<file path="src/sv/lsd_pkg.sv">
`timescale 1ns / 1ps

package lsd_pkg;

    // field widths
    localparam int BYTE_W     = 8;
    localparam int WORD_W     = 32;
    localparam int KEY_W      = 64;
    localparam int IN_TDATA_W = BYTE_W + 3 * WORD_W;
    localparam int OUT_TDATA_W = BYTE_W;

    // tdata field offsets on the slave side
    localparam int HDR_A_LSB = BYTE_W;
    localparam int HDR_B_LSB = HDR_A_LSB + WORD_W;
    localparam int HDR_C_LSB = HDR_B_LSB + WORD_W;

    // first plain byte of a good frame
    localparam logic [BYTE_W-1:0] MARKER_BYTE = 8'h4B;

    // feedback taps
    localparam int TAP_LOW  = 1;
    localparam int TAP_NEXT = 2;
    localparam int TAP_MID  = 11;
    localparam int TAP_TOP  = 31;

    // result of one keystream step for one byte
    typedef struct packed {
        logic [BYTE_W-1:0] plain_byte;
        logic              frame_bad;
    } lsd_result_t;

    // eight shift steps, new bit in at bit 0
    function automatic logic [WORD_W-1:0] lfsr_advance_byte(input logic [WORD_W-1:0] s);
        logic [WORD_W-1:0] v;
        logic              nb;
        v = s;
        for (int k = 0; k < BYTE_W; k++)
        begin
            nb = v[TAP_LOW] ^ v[TAP_NEXT] ^ v[TAP_MID] ^ v[TAP_TOP];
            v  = {v[WORD_W-2:0], nb};
        end
        return v;
    endfunction

endpackage

</file>
<file path="src/sv/lsd_keystream.sv">
`timescale 1ns / 1ps

module lsd_keystream (
    input  logic [lsd_pkg::WORD_W-1:0] lfsr_cur,
    input  logic [lsd_pkg::KEY_W-1:0]  cipher_key,
    input  logic [lsd_pkg::WORD_W-1:0] header_word_a,
    input  logic [lsd_pkg::WORD_W-1:0] header_word_b,
    input  logic [lsd_pkg::WORD_W-1:0] header_word_c,
    input  logic                       first_of_frame,
    input  logic [lsd_pkg::BYTE_W-1:0] cipher_byte,
    input  logic                       bad_cur,
    output logic [lsd_pkg::WORD_W-1:0] lfsr_next,
    output lsd_pkg::lsd_result_t       result
);
    import lsd_pkg::*;

    logic [WORD_W-1:0] seed;
    logic [WORD_W-1:0] start;
    logic [BYTE_W-1:0] plain;

    // seed from both key halves and the three header words
    assign seed = cipher_key[KEY_W-1:WORD_W] ^ cipher_key[WORD_W-1:0]
                ^ header_word_a ^ header_word_b ^ header_word_c;

    // reseed on the first byte, otherwise carry on
    assign start = first_of_frame ? seed : lfsr_cur;

    assign lfsr_next = lfsr_advance_byte(start);
    assign plain     = cipher_byte ^ lfsr_next[BYTE_W-1:0];

    // marker check on the first byte only, sticky otherwise
    always_comb
    begin
        result.plain_byte = plain;
        if (first_of_frame)
        begin
            result.frame_bad = (plain != MARKER_BYTE);
        end
        else
        begin
            result.frame_bad = bad_cur;
        end
    end

endmodule

</file>
<file path="src/sv/lfsr_stream_decrypt_unit.sv">
`timescale 1ns / 1ps

// Stream decryptor for radio frame payloads, one byte per request.
// Configuration: cfg_wr_en / cfg_wr_data load the 64-bit key; write it only
// while no request is in flight.
// Slave channel: tdata carries the cipher byte and three header words, tuser
// marks the first byte of a frame (reseeds the keystream from key and header
// words), tlast marks the last byte and is passed through unchanged.
// Master channel: tdata is the plain byte, tuser the sticky bad-frame flag
// (set when the first plain byte of the frame is not the marker byte),
// tlast the copy of the input tlast.
// Master tvalid rises once the request has passed the input register and then
// the result register, where the result can be taken. Throughput: one byte
// per cycle while the receiver does not stall; the eight keystream steps are
// flattened XOR logic between the two registers.
// Reset clears the key, the keystream state, the bad flag and both valid bits.
// When the receiver stalls, the result register holds and the input register
// takes one more request; after that s_axis_tready drops until the master side
// moves again. No request is dropped or repeated.
module lfsr_stream_decrypt_unit (
    input  logic                            clk,
    input  logic                            rst_n,
    input  logic                            cfg_wr_en,
    input  logic [lsd_pkg::KEY_W-1:0]       cfg_wr_data,
    input  logic                            s_axis_tvalid,
    output logic                            s_axis_tready,
    // cipher_byte, header_word_a, header_word_b, header_word_c
    input  logic [lsd_pkg::IN_TDATA_W-1:0]  s_axis_tdata,
    // first_of_frame
    input  logic                            s_axis_tuser,
    input  logic                            s_axis_tlast,
    output logic                            m_axis_tvalid,
    input  logic                            m_axis_tready,
    // plain_byte
    output logic [lsd_pkg::OUT_TDATA_W-1:0] m_axis_tdata,
    // frame_bad
    output logic                            m_axis_tuser,
    output logic                            m_axis_tlast
);
    import lsd_pkg::*;

    logic [KEY_W-1:0]      key_reg;
    logic                  in_valid_reg;
    logic [IN_TDATA_W-1:0] in_data_reg;
    logic                  in_first_reg;
    logic                  in_last_reg;
    logic [WORD_W-1:0]     lfsr_reg;
    logic [WORD_W-1:0]     lfsr_next;
    logic                  bad_reg;
    logic                  out_valid_reg;
    logic [BYTE_W-1:0]     out_byte_reg;
    logic                  out_bad_reg;
    logic                  out_last_reg;
    lsd_result_t           ks_result;
    logic                  advance;
    logic                  in_take;

    // move from input register to result register
    assign advance       = in_valid_reg && (!out_valid_reg || m_axis_tready);
    assign s_axis_tready = !in_valid_reg || advance;
    assign in_take       = s_axis_tvalid && s_axis_tready;

    // key register
    always_ff @(posedge clk or negedge rst_n)
    begin
        if (!rst_n)
        begin
            key_reg <= '0;
        end
        else if (cfg_wr_en)
        begin
            key_reg <= cfg_wr_data;
        end
    end

    // input register valid
    always_ff @(posedge clk or negedge rst_n)
    begin
        if (!rst_n)
        begin
            in_valid_reg <= 1'b0;
        end
        else if (s_axis_tready)
        begin
            in_valid_reg <= s_axis_tvalid;
        end
    end

    // input register payload
    always_ff @(posedge clk)
    begin
        if (in_take)
        begin
            in_data_reg  <= s_axis_tdata;
            in_first_reg <= s_axis_tuser;
            in_last_reg  <= s_axis_tlast;
        end
    end

    // keystream and marker check
    lsd_keystream u_keystream (
        .lfsr_cur       (lfsr_reg),
        .cipher_key     (key_reg),
        .header_word_a  (in_data_reg[HDR_A_LSB +: WORD_W]),
        .header_word_b  (in_data_reg[HDR_B_LSB +: WORD_W]),
        .header_word_c  (in_data_reg[HDR_C_LSB +: WORD_W]),
        .first_of_frame (in_first_reg),
        .cipher_byte    (in_data_reg[BYTE_W-1:0]),
        .bad_cur        (bad_reg),
        .lfsr_next      (lfsr_next),
        .result         (ks_result)
    );

    // keystream state and sticky flag
    always_ff @(posedge clk or negedge rst_n)
    begin
        if (!rst_n)
        begin
            lfsr_reg <= '0;
            bad_reg  <= 1'b0;
        end
        else if (advance)
        begin
            lfsr_reg <= lfsr_next;
            bad_reg  <= ks_result.frame_bad;
        end
    end

    // result register valid
    always_ff @(posedge clk or negedge rst_n)
    begin
        if (!rst_n)
        begin
            out_valid_reg <= 1'b0;
        end
        else if (!out_valid_reg || m_axis_tready)
        begin
            out_valid_reg <= in_valid_reg;
        end
    end

    // result register payload
    always_ff @(posedge clk)
    begin
        if (advance)
        begin
            out_byte_reg <= ks_result.plain_byte;
            out_bad_reg  <= ks_result.frame_bad;
            out_last_reg <= in_last_reg;
        end
    end

    assign m_axis_tvalid = out_valid_reg;
    assign m_axis_tdata  = out_byte_reg;
    assign m_axis_tuser  = out_bad_reg;
    assign m_axis_tlast  = out_last_reg;

`ifndef SYNTHESIS
    // a first byte sets the flag from the marker compare
    assert property (@(posedge clk) disable iff (!rst_n)
        advance && in_first_reg |=> out_bad_reg == (out_byte_reg != MARKER_BYTE))
        else $error("bad flag does not follow marker check");

    // other bytes keep the sticky flag
    assert property (@(posedge clk) disable iff (!rst_n)
        advance && !in_first_reg |=> bad_reg == $past(bad_reg))
        else $error("bad flag changed outside a first byte");

    // an all-zero keystream stays zero without a reseed
    assert property (@(posedge clk) disable iff (!rst_n)
        advance && !in_first_reg && lfsr_reg == '0 |=> lfsr_reg == '0)
        else $error("zero keystream left zero without reseed");

    // the flag given out matches the state after each step
    assert property (@(posedge clk) disable iff (!rst_n)
        advance |=> out_bad_reg == bad_reg)
        else $error("output flag differs from state");
`endif

endmodule

</file>
<file path="config.mk">
export PLATFORM = sky130hd
export DESIGN_NAME = lfsr_stream_decrypt_unit
export DESIGN_NICKNAME = d
export VERILOG_FILES = /design/src/sv/lsd_pkg.sv /design/src/sv/lsd_keystream.sv /design/src/sv/lfsr_stream_decrypt_unit.sv
export SDC_FILE = /design/constraint.sdc
export NUM_CORES = 1
export LEC_CHECK = 0
export ABC_AREA = 0
export BUFFER_PORTS_ARGS = -buffer_cell sky130_fd_sc_hd__buf_2
export CORE_MARGIN = 2
export CORE_UTILIZATION = 40
export CTS_BUF_LIST = sky130_fd_sc_hd__clkbuf_8
export CTS_CLUSTER_SIZE = 28
export DETAILED_ROUTE_END_ITERATION = 7
export HOLD_SLACK_MARGIN = 0.08
export PLACE_DENSITY = 0.63
export SLEW_MARGIN = 10
export SYNTH_ARGS = -nofsm -noshare
export SYNTH_HDL_FRONTEND = slang
export SYNTH_SLANG_ARGS = --single-unit
</file>
<file path="constraint.sdc">
create_clock -name clk -period 8.11 [get_ports clk]
set_clock_uncertainty 0.2 [all_clocks]
set_input_delay 0.811 -clock clk [delete_from_list [all_inputs] [get_ports clk]]
set_output_delay 0.811 -clock clk [all_outputs]
set_load 0.03 [all_outputs]
</file>
==> results.ini, run 1 <==
[yosys]
synth_area_per_cell_um2=15.8
yosysSeqAreaShare=0.642
synth_edf_count=116
synth_cell_types=28
ys_ff_latch=215
synth.cell_area_mm2=0.00928
postSynth.asyncResetShare=0.460
syn-num-nets=764
synthCells=589
yosys_warnings=0
ys.flop_type=edfxtp_1

[detailed_routing]
ant_nets=0
via_count=5192
drc=0
dr.pass1.iters=4
wl_met2_um=9380
drt_iter0_drc=279
wl_um=19300
vias_per_cell=4.66
routed.top_layer=met4
wl_met3_um=1140
wl_met1_um=8340
wl_per_cell_um=17.3

[cells_and_area]
area_growth_pct=22.2
final_cell_mix=184 x buf_2, 116 x edfxtp_1, 114 x xnor2_1
fillers=2007
drive_above_1_share=0.392
largest_reg_flops=104
final_core_util=0.499
fin_nets=976
final_common_cell=buf_2

[timing]
worst_pin_slew_ns=0.955
setup_viol=0
whs_ns=0.244
rsz0062_at_grt=no
final.setup.tns_ns=0
hold_viol=0
max_freq_mhz=294
finalCritPeriodShare=0.420
maxSlewViolCount=0
fin_crit_ns=3.41
slew_headroom=0.361

[cts]
clk_latency_ns=0.53
clock-sinks=215
cts_root_buffer=clkbuf_8
clk_pin_slew_ns=0.06
cts_tree=built
cts_buffer_depth=3
cts_buffers=38
htree_levels=2

[setup_path]
path_cells=xnor3_1, xnor2_1, xor2_1, a21oi_1, xor2_2, xnor3_1, xor2_1, nor3b_1, a21oi_1
arrival_ns=3.47
cp-start-kind=register
path_max_fanout=6
worstPathRequired_ns=8.18
max_stage_delay_ns=0.52
critical_path_class=register to register
cpMaxStageDelayCell=xnor3_1
critPathCaptureType=register
critPathBufInv=0
cp_top_family=XOR/XNOR gates

[placed_design]
gp_congestion=0.833
io_buffers=186
dp_hpwl_um=13100

[floorplanning]
initial_core_util=0.409
core-area_mm2=0.0227
die_y_um=156
dieArea_mm2=0.0244
row_count=55
io_pins=187
dieWidth_um=156

[power_and_ir_drop]
leakagePower_uw=0.00480
vdd_drop_max_v=0.000175
power.density_mw_per_mm2=330

[global_route]
antenna_found_initial=0
overflow=0
grt_pass1_vias=5574
grt_start_max_net_pins=65
grtUsageTotal=0.160
grt_pass1_wl_um=29800

[run]
cap_violations=0

[min_path]
hold_class=register to register

[outcome]
status=finished, final reports clean

## report_power, final
part / switching [µW] / internal [µW]
sequential: 103 / 1360
combinational: 627 / 622
clock: 441 / 582
## final timing paths
check | end | start | cells past startpoint | slack [ns]
max in group asynchronous | key_reg[37]$_DFFE_PN0P_ | rst_n | 3 | 5.86
worst max-delay path | m_axis_tuser$_DFFE_PP_ | key_reg[0]$_DFFE_PN0P_ | 9 | 4.70
worst min-delay path | m_axis_tlast$_DFFE_PP_ | in_last_reg$_DFFE_PP_ | 0 | 0.24
worst max register to register | m_axis_tuser$_DFFE_PP_ | key_reg[0]$_DFFE_PN0P_ | 9 | 4.70
min in group asynchronous | key_reg[15]$_DFFE_PN0P_ | rst_n | 2 | 0.60
worst min register to register | m_axis_tlast$_DFFE_PP_ | in_last_reg$_DFFE_PP_ | 0 | 0.24
## timing repair
action | CTS | global route
hold buffers | 1 | 0
hold endpoints to repair | 35 | 0
buffers inserted | 0 | 0
gates resized for setup | 0 | 0
## worst reg2reg max path: cells and delay by family, from the launching register on
kind,cells,cell delay (ns)
AO/OA/AOI/OAI,2,0.48
flip-flops,1,0.38
AND/OR/NAND/NOR,1,0.22
XOR/XNOR,6,1.87
## per-layer routing
metal | vias to the layer above | global-route usage
met5 | - | 0
met4 | 0 | 0.0546
met3 | 41 | 0.0354
met2 | 159 | 0.263
met1 | 2503 | 0.210
li1 | 2489 | -
## synth_stat cells, types with 2 or more instances
cell	number	area (µm²)
edfxtp_1	116	3480
xnor2_1	114	998
dfrtp_1	99	2480
mux2_2	66	743
nand2_1	37	139
o21ai_0	29	145
mux2i_1	23	230
xnor3_1	21	473
xor2_1	16	140
clkbuf_1	15	56.3
nor2_1	11	41.3
a21oi_1	8	40.0
inv_1	5	18.8
nand2b_1	5	31.3
xnor2_2	4	65.1
a21oi_2	3	26.3
buf_1	3	11.3
nand3_1	2	10.0
nor3b_1	2	15.0
xor2_2	2	32.5
## through the flow
stage                     worst slack, ns  std cells  area (µm²)  power [µW]
final                                4.70       1115       11300        3740
after global routing                 4.45       1114       11300        3960
after CTS                            4.70       1114       11300        3790
after detailed placement             4.70       1045       10500        2730
after global placement               4.73       1045       10500        2710
after floorplan                      3.79        589        9280        2430
## layout make-up
| cell class | instances | area [µm²] | share of cell area |
|---|---|---|---|
| multi-input cells | 351 | 3240 | 0.286 |
| diodes | 1 | 2.50 | 0.000221 |
| inverters | 5 | 18.8 | 0.00166 |
| well taps | 285 | 357 | 0.0315 |
| clock inverters | 18 | 103 | 0.00905 |
| flip-flops and latches | 215 | 5960 | 0.526 |
| clock buffers | 50 | 688 | 0.0607 |
| repair buffers | 190 | 968 | 0.0854 |
## cell families (layout without fill, tap and decap cells)
logic type / Yosys count / in the layout / share of synthesized area
simple gates: 61 / 61 / 0.0286
compound gates: 42 / 42 / 0.0252
mux: 89 / 89 / 0.105
xor+xnor: 159 / 159 / 0.190
buf+inv: 23 / 263 / 0.00930
other cells: 0 / 1 / 0
flops: 215 / 215 / 0.642
No activity file was read; power rests on OpenSTA's default activity.
==> run 2, diff against run 1 <==
PLACE_DENSITY = 0.66   (was 0.63)
clock period = 2.74 ns   (was 8.11 ns; I/O delays follow)
==> run 2 against run 1 <==
  * The flow now finishes with violations (negative setup slack)
  * Combinational power grew to 4.1 times the previous value
  * Critical path type unchanged
  * Global-route usage grew 1.7 points
  * Critical path depth is the same
  * Highest routed layer unchanged
==> results.ini, run 2 (same netlist as run 1, synthesis figures left out) <==
[power_and_ir_drop]
pwr-share-seq=0.345  ; was 0.392
p_clk_frac=0.242  ; was 0.274
p_int_uw=8700  ; was 2570 µW
p_sw_uw=3800  ; was 1170 µW
p_total_uw=12500  ; was 3740 µW
power.density_mw_per_mm2=917  ; was 330 mW/mm²
power_frac_comb=0.414  ; was 0.334
vdd_drop_max_v=0.000683  ; was 0.000175 V
leakagePower_uw=0.00581  ; was 0.00480 µW
swShare=0.304  ; was 0.313

[setup_path]
timing.rr.start=in_data_reg[8]$_DFFE_PP_  ; was key_reg[0]$_DFFE_PN0P_
reg2reg_depth=9  ; unchanged
arrival_ns=3.16  ; was 3.47 ns
cp-start-kind=register  ; unchanged
worstPathRequired_ns=2.81  ; was 8.18 ns
rrSetupSlack_ns=-0.35  ; was 4.70 ns
critical_path_class=register to register  ; unchanged
path_max_fanout=3  ; was 6
r2r_end=m_axis_tuser$_DFFE_PP_  ; unchanged
critPathCaptureType=register  ; unchanged

[timing]
setup_viol=8  ; was 0
slew_headroom=0.531  ; was 0.361
fin_crit_ns=3.09  ; was 3.41 ns
finalCritPeriodShare=1.13  ; was 0.420
max_freq_mhz=324  ; was 294 MHz
fin_ws_ns=-0.350  ; was 4.70 ns
hold_viol=0  ; unchanged
worst_pin_slew_ns=0.703  ; was 0.955 ns
rsz0062_at_grt=yes  ; was no
maxSlewViolCount=0  ; unchanged

[cells_and_area]
insertedDiodeCount=0  ; was 1
largest_reg_flops=104  ; unchanged
fillers=1718  ; was 2,007
fin_nets=1189  ; was 976
register_area_mm2=0.00596  ; unchanged
area_growth_pct=47.0  ; was 22.2%
final_cell_mix=184 x buf_2, 174 x dlygate4sd3_1, 116 x edfxtp_1  ; was 184 x buf_2, 116 x edfxtp_1, 114 x xnor2_1
final_cells=1328  ; was 1,115
drive_above_1_share=0.367  ; was 0.392
final_core_util=0.601  ; was 0.499
final_common_cell=buf_2  ; unchanged
multi_input_area_mm2=0.00342  ; was 0.00324 mm²
design_area_mm2=0.0136  ; was 0.0113 mm²

[detailed_routing]
via_count=6047  ; was 5,192
ant_nets=0  ; unchanged
drc=0  ; unchanged
dr.pass1.iters=4  ; unchanged
vias_per_cell=4.55  ; was 4.66
drt_iter0_drc=235  ; was 279
wl_um=21400  ; was 19,300 µm
wl_per_cell_um=16.1  ; was 17.3 µm

[global_route]
grtUsageTotal=0.177  ; was 0.160
grt_pass1_wl_um=33200  ; was 29,800 µm
grt_start_max_net_pins=49  ; was 65
grt_pass1_vias=6454  ; was 5,574
antenna_found_initial=0  ; unchanged
overflow=0  ; unchanged

[floorplanning]
io_pins=187  ; unchanged
dieWidth_um=156  ; unchanged
die_y_um=156  ; unchanged
row_count=55  ; unchanged
core-area_mm2=0.0227  ; unchanged
dieArea_mm2=0.0244  ; unchanged
initial_core_util=0.409  ; unchanged

[placed_design]
placed_cell_area_mm2=0.0109  ; was 0.0105 mm²
io_buffers=186  ; unchanged
dp.cells=1077  ; was 1,045
gp_congestion=0.779  ; was 0.833
dp_hpwl_um=13100  ; about the same
place_ws_ns=-0.448  ; was 4.70 ns

[run]
cap_violations=0  ; unchanged

[cts]
cts_buffer_depth=3  ; unchanged
clk_latency_ns=0.52  ; was 0.53 ns
clock-sinks=215  ; unchanged
clk_pin_slew_ns=0.07  ; was 0.06 ns
htree_levels=2  ; unchanged
cts_tree=built  ; unchanged
cts_buffers=38  ; unchanged
cts_root_buffer=clkbuf_8  ; unchanged

[outcome]
status=complete, but fails checks  ; was finished, final reports clean
violations=negative setup slack

[min_path]
hold_class=input port to async pin  ; was register to register

[run 2: stage by stage]
stage          TNS [ns]  hold slack, ns
6_report         -0.864           0.127
4_1_cts          -0.841           0.119
2_1_floorplan    -0.305          -0.222
3_5_place_dp      -1.77           0.166
5_1_grt           -2.07           0.149
3_3_place_gp      -1.13           0.164
[run 2: per-layer routing]
layer,part of all wire,GRT usage,vias to the layer above
li1,-,-,2917
met1,0.43,0.221,2930
met2,0.50,0.310,166
met3,0.055,0.0396,34
met4,0.016,0.0481,0
met5,0,0,-
[run 2: repair_timing]
item,4_1_cts,5_1_grt
endpoints found under the hold margin,246,0
hold buffers,174,0
resized for setup,18,3
buffers inserted,3,5
endpoints found under the setup margin,11,13
pin swaps,8,12
[run 2: worst max-delay path by stage]
stage | from | endpoint | slack (ns) | cells past startpoint
2_1_floorplan | key_reg[1]$_DFFE_PN0P_ | m_axis_tuser$_DFFE_PP_ | -0.20 | 9
3_3_place_gp | key_reg[36]$_DFFE_PN0P_ | m_axis_tuser$_DFFE_PP_ | -0.36 | 9
3_5_place_dp | key_reg[4]$_DFFE_PN0P_ | m_axis_tuser$_DFFE_PP_ | -0.45 | 9
4_1_cts | in_data_reg[8]$_DFFE_PP_ | m_axis_tuser$_DFFE_PP_ | -0.36 | 9
5_1_grt | in_data_reg[8]$_DFFE_PP_ | m_axis_tuser$_DFFE_PP_ | -0.49 | 10
6_report | in_data_reg[8]$_DFFE_PP_ | m_axis_tuser$_DFFE_PP_ | -0.35 | 9
[run 2: cell type report]
class	count	area share
clock buffers	49	0.0494
clock inverters	20	0.00826
inverters	5	0.00138
multi-input cells	351	0.251
flip-flops and latches	215	0.437
well taps	285	0.0261
repair buffers	403	0.227
[run 2: power by group through the flow]
stage                     registers, µW  logic [µW]  clock network (µW)
after global routing               4370        5550                3260
after global placement             4360        4340                   0
final                              4310        5170                3020
after detailed placement           4370        4410                   0
after CTS                          4320        5010                3110
after floorplan                    4440        2810                   0
[run 2: worst max-delay path: stages, from the launching register on]
cell and delay, ns:
edfxtp_1 0.36, xnor3_1 0.40, xnor2_2 0.20, xnor3_1 0.38
mux2_4 0.32, xnor2_1 0.14, or3_1 0.30, mux2_4 0.29
nor3b_2 0.16, a21oi_1 0.08
==> run 3, diff against run 2 <==
TNS_END_PERCENT = 30   (was unset)
==> run 3 against run 2 <==
  * Non-clock buffer count up 22
  * Maximum frequency down 0.54%
  * Critical path type unchanged
  * Via count up 0.83%
  * The flow still finishes with violations (negative setup slack)
  * Clock-buffer cell count shrank 6
  * Global-route usage up 0.64 points
==> results.ini, run 3 (same netlist as run 1, synthesis figures left out) <==
[cts]
clk_latency_ns=0.55  ; was 0.52 ns
cts_buffers=39  ; was 38
clock-sinks=215  ; unchanged
htree_levels=2  ; unchanged
cts_tree=built  ; unchanged
clk_pin_slew_ns=0.06  ; was 0.07 ns
cts_buffer_depth=3  ; unchanged
cts_root_buffer=clkbuf_8  ; unchanged

[power_and_ir_drop]
vdd_drop_max_v=0.000824  ; was 0.000683 V
power_frac_comb=0.429  ; was 0.414
swShare=0.309  ; was 0.304
pwr-share-seq=0.345  ; about the same
p_int_uw=8700  ; about the same
power.density_mw_per_mm2=912  ; was 917 mW/mm²
leakagePower_uw=0.00593  ; was 0.00581 µW
p_clk_frac=0.226  ; was 0.242
p_sw_uw=3880  ; was 3800 µW

[setup_path]
critPathCaptureType=register  ; unchanged
crit_start=in_data_reg[69]$_DFFE_PP_  ; was in_data_reg[8]$_DFFE_PP_
timing.rr.start=in_data_reg[69]$_DFFE_PP_  ; was in_data_reg[8]$_DFFE_PP_
cp-start-kind=register  ; unchanged
cpMaxStageDelayCell=xnor3_1  ; unchanged
path_cells=xnor3_1, xnor2_2, xnor3_1, mux2_4, xnor2_1, or3_1, mux2_4, nor3b_2, a21oi_1  ; unchanged
reg2reg_depth=9  ; unchanged
path_max_fanout=3  ; unchanged
max_stage_delay_ns=0.42  ; was 0.40 ns
r2r_end=m_axis_tuser$_DFFE_PP_  ; unchanged
rrSetupSlack_ns=-0.37  ; was -0.35 ns
critical_path_class=register to register  ; unchanged
worstPathRequired_ns=2.83  ; was 2.81 ns
arrival_ns=3.19  ; was 3.16 ns

[detailed_routing]
vias_per_cell=4.51  ; was 4.55
via_count=6097  ; was 6,047
dr.pass1.iters=4  ; unchanged
drc=0  ; unchanged
ant_nets=0  ; unchanged
wl_per_cell_um=16.3  ; was 16.1 µm
drt_iter0_drc=316  ; was 235
wl_um=22100  ; was 21,400 µm

[timing]
max_freq_mhz=322  ; was 324 MHz
rsz0062_at_grt=yes  ; unchanged
hold_viol=0  ; unchanged
maxSlewViolCount=0  ; unchanged
slew_headroom=0.588  ; was 0.531
finalCritPeriodShare=1.13  ; about the same
fin_ws_ns=-0.366  ; was -0.350 ns
worst_pin_slew_ns=0.617  ; was 0.703 ns
setup_viol=7  ; was 8
fin_crit_ns=3.11  ; was 3.09 ns
final.setup.tns_ns=-1.04  ; was -0.864 ns

[global_route]
grt_start_max_net_pins=107  ; was 49
grtUsageMet3=0.0352  ; was 0.0396
top_usage_layer=met2  ; unchanged
grt_pass1_vias=6670  ; was 6,454
grt_pass1_wl_um=34100  ; was 33,200 µm
met1_usage=0.227  ; was 0.221
grtUsageTotal=0.183  ; was 0.177
met2_usage=0.318  ; was 0.310
antenna_found_initial=0  ; unchanged
overflow=0  ; unchanged

[placed_design]
dp_hpwl_um=13200  ; was 13,100 µm
io_buffers=186  ; unchanged
gp_congestion=0.775  ; was 0.779
dp.cells=1077  ; unchanged

[floorplanning]
die_y_um=156  ; unchanged
dieArea_mm2=0.0244  ; unchanged
row_count=55  ; unchanged
core-area_mm2=0.0227  ; unchanged
io_pins=187  ; unchanged
dieWidth_um=156  ; unchanged
initial_core_util=0.409  ; unchanged

[cells_and_area]
fin_nets=1212  ; was 1,189
final_cell_mix=193 x dlygate4sd3_1, 184 x buf_2, 116 x edfxtp_1  ; was 184 x buf_2, 174 x dlygate4sd3_1, 116 x edfxtp_1
largest_reg_flops=104  ; unchanged
area_growth_pct=48.7  ; was 47.0%
insertedDiodeCount=0  ; unchanged
fillers=1740  ; was 1,718
final_common_cell=dlygate4sd3_1  ; was buf_2
drive_above_1_share=0.360  ; was 0.367
final_cells=1353  ; was 1,328

[run]
cap_violations=0  ; unchanged

[outcome]
violations=negative setup slack  ; unchanged
status=complete, but fails checks  ; unchanged

[min_path]
hold_class=input port to async pin  ; unchanged

## run 3: changes by cell type in the layout (fill, tap and decap cells not counted), sizes merged
cell,before,now
buf,229,232
clkbuf,49,43
inv,12,26
dlygate4sd3,174,193
clkinv,10,6
clkinvlp,2,1
## run 3: power groups by stage
stage / clock network [µW] / logic, µW / registers, µW
floorplan: 0 / 2790 / 4440
global placement: 0 / 4280 / 4380
detailed placement: 0 / 4290 / 4380
CTS: 2940 / 4980 / 4340
global route: 3110 / 5820 / 4390
finish: 2850 / 5400 / 4340
## run 3: worst max-delay path by stage
stage | to | depth (start not counted)
after global routing | m_axis_tuser$_DFFE_PP_ | 9
final | m_axis_tuser$_DFFE_PP_ | 9
after detailed placement | m_axis_tuser$_DFFE_PP_ | 9
after global placement | m_axis_tuser$_DFFE_PP_ | 9
after CTS | m_axis_tuser$_DFFE_PP_ | 11
after floorplan | m_axis_tuser$_DFFE_PP_ | 9
## run 3: what timing repair did
action | 4_1_cts | 5_1_grt
endpoints found under the hold margin | 271 | 0
gates resized for setup | 14 | 16
hold buffers | 194 | 0
buffers inserted | 6 | 4
pin swaps | 12 | 16
setup endpoints to repair | 11 | 13
## run 3: layer usage
layer / wire (µm) / vias to the layer above
met1: 9260 / 2923
met2: 11100 / 169
li1: - / 2964
met4: 575 / 0
met3: 1100 / 41
met5: 0 / -
## run 3: critical path: cells and delay by family, from the launching register on
| kind | cells | cell delay [ns] |
|---|---|---|
| XOR/XNOR | 4 | 1.12 |
| AO/OA/AOI/OAI | 1 | 0.09 |
| flip-flops | 1 | 0.39 |
| AND/OR/NAND/NOR | 2 | 0.48 |
| multiplexers | 2 | 0.60 |
## run 3: metrics by stage
step / power (µW) / util / setup WS [ns] / cell area [µm²] / hold slack, ns
finish: 12600 / 0.607 / -0.366 / 13800 / 0.0983
global route: 13300 / 0.607 / -0.507 / 13800 / 0.0962
CTS: 12300 / 0.603 / -0.384 / 13700 / 0.0802
detailed placement: 8680 / 0.478 / -0.477 / 10900 / 0.0367
global placement: 8660 / 0.478 / -0.438 / 10900 / 0.0390
floorplan: 7230 / - / -0.238 / 9320 / -0.222
## run 3: final cells by class
type,instances,area (µm²),share of cell area
Tap cell,285,357,0.0258
Sequential cell,215,5960,0.432
Timing Repair Buffer,425,3290,0.239
Multi-Input combinational cell,351,3430,0.249
Inverter,5,18.8,0.00136
Clock inverter,29,148,0.0107
Clock buffer,43,592,0.0429
